$ cat config.mk
export PLATFORM = sky130hd
export DESIGN_NAME = sliding_window_damage_rate
export DESIGN_NICKNAME = d
export VERILOG_FILES = /design/src/design/swdr_pkg.sv /design/src/design/swdr_cell.sv /design/src/design/sliding_window_damage_rate.sv
export SDC_FILE = /design/constraint.sdc
export NUM_CORES = 1
export LEC_CHECK = 0
export BUFFER_PORTS_ARGS = -buffer_cell sky130_fd_sc_hd__buf_4
export CAP_MARGIN = 20
export CORE_MARGIN = 4
export CORE_UTILIZATION = 56
export DETAILED_ROUTE_END_ITERATION = 10
export PLACE_DENSITY = 0.76
export SLEW_MARGIN = 40
export SYNTH_ARGS = -nofsm -noshare
export SYNTH_HDL_FRONTEND = slang
export SYNTH_SLANG_ARGS = --single-unit
$ cat constraint.sdc
create_clock -name aclk -period 5.9 [get_ports aclk]
set_clock_uncertainty 0.2 [all_clocks]
set_input_delay 0.295 -clock aclk [delete_from_list [all_inputs] [get_ports aclk]]
set_output_delay 0.295 -clock aclk [all_outputs]
set_load 0.02 [all_outputs]
$ cat src/design/swdr_pkg.sv
// Shared types and constants for the sliding-window damage sum.
// No dependencies.
package swdr_pkg;

    localparam int EVENT_DEPTH_DEF = 16;
    localparam int WINDOW_RESET    = 1000;
    localparam int HP_W            = 16;
    localparam int TIME_W          = 32;
    localparam int WIN_W           = 16;
    localparam int SUM_W           = 22;
    localparam int HELD_W          = 7;
    localparam int KIND_W          = 1;
    localparam int S_DATA_W        = 48;
    localparam int M_DATA_W        = 32;
    localparam int APB_ADDR_W      = 3;
    localparam int APB_DATA_W      = 32;

    localparam logic [KIND_W-1:0] KIND_STATUS = 1'b1;
    localparam logic              REG_WINDOW  = 1'b0;

    typedef struct packed {
        logic [HP_W-1:0]   amount;
        logic [TIME_W-1:0] stamp;
    } event_t;

    typedef struct packed {
        logic shift;
        logic load;
    } cell_ctrl_t;

endpackage

$ cat src/design/swdr_cell.sv
// One slot of the event chain: loads a new event or takes its right neighbor's.
// Depends on swdr_pkg.
module swdr_cell (
    input  logic                aclk,
    input  swdr_pkg::cell_ctrl_t ctrl,
    input  swdr_pkg::event_t    new_event,
    input  swdr_pkg::event_t    neighbor,
    output swdr_pkg::event_t    slot
);
    import swdr_pkg::*;

    event_t slot_reg;
    event_t slot_next;

    always_comb begin
        slot_next = slot_reg;
        if (ctrl.load) begin
            slot_next = new_event;
        end else if (ctrl.shift) begin
            slot_next = neighbor;
        end
    end

    always_ff @(posedge aclk) begin
        slot_reg <= slot_next;
    end

    assign slot = slot_reg;

endmodule

$ cat src/design/sliding_window_damage_rate.sv
// Top level of the sliding-window damage sum: control, running sum and the cell chain.
// Depends on swdr_pkg and swdr_cell.
//
// Each request carries a timestamp and, for status reports, a hit-point value. Damage
// events sit in a chain of EVENT_DEPTH cells, oldest at the front; expired events leave
// one per cycle as the chain shifts forward, then a new event is loaded.
// A request passes through EXPIRE, then APPEND when damage is appended, then DONE; the
// result sits in an output register, so the next request is taken while it waits.
module sliding_window_damage_rate #(
    parameter int EVENT_DEPTH = swdr_pkg::EVENT_DEPTH_DEF
) (
    input  logic                              aclk,
    input  logic                              aresetn,
    input  logic                              s_tvalid,
    output logic                              s_tready,
    input  logic [swdr_pkg::S_DATA_W-1:0]     s_tdata,   // now_ms[31:0], current_hp[47:32]
    input  logic [swdr_pkg::KIND_W-1:0]       s_tuser,   // kind[0]
    output logic                              m_tvalid,
    input  logic                              m_tready,
    output logic [swdr_pkg::M_DATA_W-1:0]     m_tdata,   // damage_sum[21:0], events_held[28:22]
    input  logic                              psel,
    input  logic                              penable,
    input  logic                              pwrite,
    input  logic [swdr_pkg::APB_ADDR_W-1:0]   paddr,
    input  logic [swdr_pkg::APB_DATA_W-1:0]   pwdata,
    output logic [swdr_pkg::APB_DATA_W-1:0]   prdata,
    output logic                              pready
);
    import swdr_pkg::*;

    localparam int CNT_W = $clog2(EVENT_DEPTH + 1);

    typedef enum logic [1:0] {IDLE, EXPIRE, APPEND, DONE} state_t;

    state_t               state_reg, state_next;
    logic [CNT_W-1:0]     count_reg, count_next;
    logic [SUM_W-1:0]     sum_reg, sum_next;
    logic [HP_W-1:0]      last_hp_reg, last_hp_next;
    logic [WIN_W-1:0]     window_reg, window_next;
    logic [KIND_W-1:0]    kind_reg, kind_next;
    logic [TIME_W-1:0]    now_reg, now_next;
    logic [HP_W-1:0]      hp_reg, hp_next;
    logic [HP_W-1:0]      amount_reg, amount_next;
    logic                 m_tvalid_reg, m_tvalid_next;
    logic [M_DATA_W-1:0]  m_tdata_reg, m_tdata_next;

    event_t               cells [EVENT_DEPTH];
    event_t               new_event;
    cell_ctrl_t           ctrl [EVENT_DEPTH];
    logic                 shift_all;
    logic                 full;
    logic                 expire_hit;
    logic [TIME_W-1:0]    age;
    logic                 cfg_write;

    assign full       = (count_reg == CNT_W'(EVENT_DEPTH));
    assign age        = now_reg - cells[0].stamp;
    assign expire_hit = (count_reg != '0) && (age > {{(TIME_W-WIN_W){1'b0}}, window_reg});
    assign shift_all  = ((state_reg == EXPIRE) && expire_hit) ||
                        ((state_reg == APPEND) && full);
    assign new_event  = '{amount: amount_reg, stamp: now_reg};

    genvar gi;
    generate
        for (gi = 0; gi < EVENT_DEPTH; gi++) begin : g_cell
            event_t nb;
            if (gi == EVENT_DEPTH - 1) begin : g_end
                assign nb = '0;
            end else begin : g_mid
                assign nb = cells[gi+1];
            end
            assign ctrl[gi].shift = shift_all;
            assign ctrl[gi].load  = (state_reg == APPEND) &&
                                    (full ? (gi == EVENT_DEPTH - 1)
                                          : (count_reg == CNT_W'(gi)));
            swdr_cell u_cell (
                .aclk      (aclk),
                .ctrl      (ctrl[gi]),
                .new_event (new_event),
                .neighbor  (nb),
                .slot      (cells[gi])
            );
        end
    endgenerate

    assign cfg_write = psel && penable && pwrite && pready;
    assign pready    = 1'b1;
    assign prdata    = (paddr[2] == REG_WINDOW) ? {{(APB_DATA_W-WIN_W){1'b0}}, window_reg} : '0;
    assign s_tready  = (state_reg == IDLE);
    assign m_tvalid  = m_tvalid_reg;
    assign m_tdata   = m_tdata_reg;

    always_comb begin
        state_next    = state_reg;
        count_next    = count_reg;
        sum_next      = sum_reg;
        last_hp_next  = last_hp_reg;
        window_next   = window_reg;
        kind_next     = kind_reg;
        now_next      = now_reg;
        hp_next       = hp_reg;
        amount_next   = amount_reg;
        m_tvalid_next = m_tvalid_reg && !m_tready;
        m_tdata_next  = m_tdata_reg;

        if (cfg_write && (paddr[2] == REG_WINDOW)) begin
            window_next = pwdata[WIN_W-1:0];
        end

        unique case (state_reg)
            IDLE: begin
                if (s_tvalid) begin
                    kind_next  = s_tuser;
                    now_next   = s_tdata[TIME_W-1:0];
                    hp_next    = s_tdata[TIME_W +: HP_W];
                    state_next = EXPIRE;
                end
            end
            EXPIRE: begin
                if (expire_hit) begin
                    count_next = count_reg - 1'b1;
                    sum_next   = sum_reg - {{(SUM_W-HP_W){1'b0}}, cells[0].amount};
                end else begin
                    state_next = DONE;
                    if (kind_reg == KIND_STATUS) begin
                        last_hp_next = hp_reg;
                        amount_next  = last_hp_reg - hp_reg;
                        if (hp_reg < last_hp_reg) begin
                            state_next = APPEND;
                        end
                    end
                end
            end
            APPEND: begin
                if (full) begin
                    sum_next = sum_reg - {{(SUM_W-HP_W){1'b0}}, cells[0].amount}
                                       + {{(SUM_W-HP_W){1'b0}}, amount_reg};
                end else begin
                    count_next = count_reg + 1'b1;
                    sum_next   = sum_reg + {{(SUM_W-HP_W){1'b0}}, amount_reg};
                end
                state_next = DONE;
            end
            DONE: begin
                if (!m_tvalid_reg || m_tready) begin
                    m_tvalid_next = 1'b1;
                    m_tdata_next  = {{(M_DATA_W-SUM_W-HELD_W){1'b0}},
                                     HELD_W'(count_reg), sum_reg};
                    state_next    = IDLE;
                end
            end
            default: state_next = IDLE;
        endcase
    end

    always_ff @(posedge aclk) begin
        if (!aresetn) begin
            state_reg    <= IDLE;
            count_reg    <= '0;
            sum_reg      <= '0;
            last_hp_reg  <= '0;
            window_reg   <= WIN_W'(WINDOW_RESET);
            m_tvalid_reg <= 1'b0;
        end else begin
            state_reg    <= state_next;
            count_reg    <= count_next;
            sum_reg      <= sum_next;
            last_hp_reg  <= last_hp_next;
            window_reg   <= window_next;
            m_tvalid_reg <= m_tvalid_next;
        end
        kind_reg    <= kind_next;
        now_reg     <= now_next;
        hp_reg      <= hp_next;
        amount_reg  <= amount_next;
        m_tdata_reg <= m_tdata_next;
    end

endmodule
==> run metrics <==
met2 Track Usage GR 32.2%; Overflow after GRT 0; worst skew pair latency 0.66 ns; CP endpoint kind register; gr busiest metal met2; CP Class register to register; status finished, final reports clean; largest area contributor in the netlist edfxtp_1; Sink Count 922; #FFs+latches synth 922; Detail Placement HPWL 56200 um; detailed-route wire length per cell 19.3 um; peak supply drop 0.261 mV; final hold vios 0; sequential cell area 27100 um2; die width 285 um; Syn Std Cell Area 43100 um2; hold endpoint window_reg[1]$_SDFFE_PN0P_; met1 usage 28.6%; sequential fraction of the synthesis area 62.8%; first-pass GRT wire length 134000 um; FILL cells 5136; Vias 24300; area taken by multi-input logic gates 15000 um2; Post-Route WL 83000 um; setup violators final 0; Post-Place Cell Area 45600 um2; vias in the first global route 24700; grt met3 use 3.06%; pin count of the biggest net entering global routing 52; Buffers on Ports 117; CTS tree yes; Unique masters post-synth 78; reg-to-reg endpoint g_cell[14].u_cell.slot[33]$_DFFE_PP_; hold depth 4; Slew Limit Fails 0; crit path time final 5.52 ns; Min-Delay Path Class primary input to register; Clock transition at path regs 0.06 ns; Post-Synthesis Cells 2995; Die Area 81400 um2; Tcrit/Tclk final 93.6%; most frequent cells in the layout edfxtp_1, mux2_2, buf_4; max FFs per register 768; layout cells sized above 1 33.8%; Lkg Pwr 18.1 nW; async set-or-reset flop fraction in the synthesized netlist 0%; average cell area after synthesis 14.4 um2; die height 285 um; Worst Hold Launch pwrite; CTS HTree Levels 3; flop2flop setup slack 0.38 ns; post-synth top area share 60.0%; RSZ-0062 raised after global routing no; Layout area overhead 15.5%; GPL Wtd Cong 0.910; Root Buffer clkbuf_16; Post-synth EDFFs 860; Antenna Nets Post-Route 0; # IOs 158; initial antenna violation count 0; Slew headroom 43.9%; num rows 101; drt via density 5.66; yosys warns 0; Worst Path Arrival 5.68 ns; CTS max path bufs 3; Inserted Clock Buffers 94; crit path max fanout 7; DRT iter0 DRCs 1619; Pre-antenna DRT Iters 5; TNS Setup 0 ns; commonest non-fill, non-tap cell in the layout edfxtp_1; reg2reg start now_reg[0]$_DFFE_PP_; Critical Path RT 6.06 ns; Worst Setup Start Kind register; Finished Cell Area 49700 um2; NumNets Final 3391; achievable frequency 181 MHz; All-Layer GR Usage 20.1%; Power Density 489 nW/um2; total core area 76100 um2; Slew @ Worst Pin 0.842 ns; Initial Util 56.6%; top_reg_cell synth edfxtp_1; max_cap viols 0; R2R cell count 27; drt drc 0; main area contributors after synthesis edfxtp_1, mux2_2, ha_1
-- how the worst max path moves through the flow --
stage	from	to	slack (ns)	cells after the start
floorplan	now_reg[0]$_DFFE_PP_	g_cell[11].u_cell.slot[0]$_DFFE_PP_	-0.40	24
global placement	g_cell[0].u_cell.slot[0]$_DFFE_PP_	g_cell[14].u_cell.slot[39]$_DFFE_PP_	0.11	25
detailed placement	g_cell[0].u_cell.slot[0]$_DFFE_PP_	g_cell[14].u_cell.slot[38]$_DFFE_PP_	0.04	25
CTS	now_reg[0]$_DFFE_PP_	g_cell[14].u_cell.slot[33]$_DFFE_PP_	0.02	26
global route	now_reg[0]$_DFFE_PP_	g_cell[10].u_cell.slot[45]$_DFFE_PP_	0.03	27
finish	now_reg[0]$_DFFE_PP_	g_cell[14].u_cell.slot[33]$_DFFE_PP_	0.38	27
-- cells by family (layout without fill, tap and decap cells) --
group / count (synthesis) / count (layout) / synth area share [%]
flip-flops: 922 / 922 / 62.8
multiplexers: 722 / 722 / 18.8
AND/OR/NAND/NOR: 508 / 508 / 5.57
AO/OA/AOI/OAI: 360 / 360 / 5.39
buffers and inverters: 316 / 570 / 3.01
adder cells (fa/ha/maj): 107 / 107 / 3.18
XOR/XNOR: 58 / 58 / 1.18
other: 2 / 24 / 0.0174
-- power by group --
part | internal [W] | switching [W]
logic | 0.00329 | 0.00451
registers | 0.00985 | 0.000742
clock network | 0.00346 | 0.00245
total | 0.0166 | 0.00771
-- layer usage --
layer	share of wire (%)	up-vias	wire length [um]
met3	4.8	135	4010
met2	46	639	38400
met5	0	-	0
met4	2.7	0	2260
met1	46	11900	38300
li1	-	11700	-
-- stage by stage --
step	util, %	hold slack, ns	cells	worst slack (ns)	total power [W]
final	65.4	0.158	4301	0.377	0.0243
after CTS	65.0	0.0927	4288	0.0212	0.0242
after detailed placement	59.9	0.245	4041	0.0394	0.0182
after global placement	59.9	0.239	4041	0.112	0.0179
after floorplan	-	0.194	3015	-0.398	0.0157
after global routing	65.4	0.141	4299	0.0338	0.0257
-- synthesized netlist by cell type (4+ instances only) --
cell,instances
mux2i_1,27
edfxtp_1,860
o211a_1,4
xor2_1,18
o21a_1,12
inv_1,115
clkbuf_1,101
o21ai_0,99
nand2b_1,16
a21o_1,27
or2_2,4
o21bai_1,6
nand4_1,24
mux2_2,694
nor3_1,29
and2_1,54
or3_1,8
xnor2_1,40
a31oi_1,10
buf_1,64
o2111ai_1,5
dfxtp_1,62
nor2_1,129
o211ai_1,17
a211oi_1,23
a21oi_1,95
nor4_1,5
a2111oi_0,4
nand2_1,175
nand3_1,24
a21boi_0,6
buf_2,12
ha_1,103
fa_1,4
nor2b_1,15
and3_1,8
buf_4,23
o22ai_1,4
-- critical path, cell delays in order (launching register included) --
cell and delay [ns]:
edfxtp_1 0.34, inv_1 0.07, ha_1 0.22, fa_2 0.36
nand2b_1 0.20, a21oi_2 0.18, nor2_1 0.10, o21ai_2 0.12
and2_1 0.13, o21a_1 0.10, nor2_1 0.04, xnor2_1 0.13
ha_1 0.30, nand3_1 0.09, or3_1 0.38, or2_2 0.33
o2bb2ai_2 0.15, o211ai_1 0.12, nor4_2 0.27, nand4_2 0.14
nor3_2 0.19, buf_4 0.17, nor3_2 0.08, a21oi_4 0.20
buf_12 0.14, buf_12 0.14, nand2_4 0.11, buf_12 0.22
-- area by class of cell --
type                    instances  area share [%]
inverters                     115           0.868
repair buffers                283            5.60
multi-input cells            1777            30.2
well taps                    1030            2.59
flip-flops and latches        922            54.4
clock buffers                 115            4.93
clock inverters                57            1.35
diodes                          2          0.0101
-- what timing repair did --
item                                    in CTS  in global routing
cloned                                       0                  5
gates resized for setup                      1                 12
endpoints found under the setup margin      34                775
hold buffers                                74                  0
pin swaps                                    0                  5
endpoints found under the hold margin       73                  0
setup buffers                                1                  2
(Power assumes the default switching activity.)
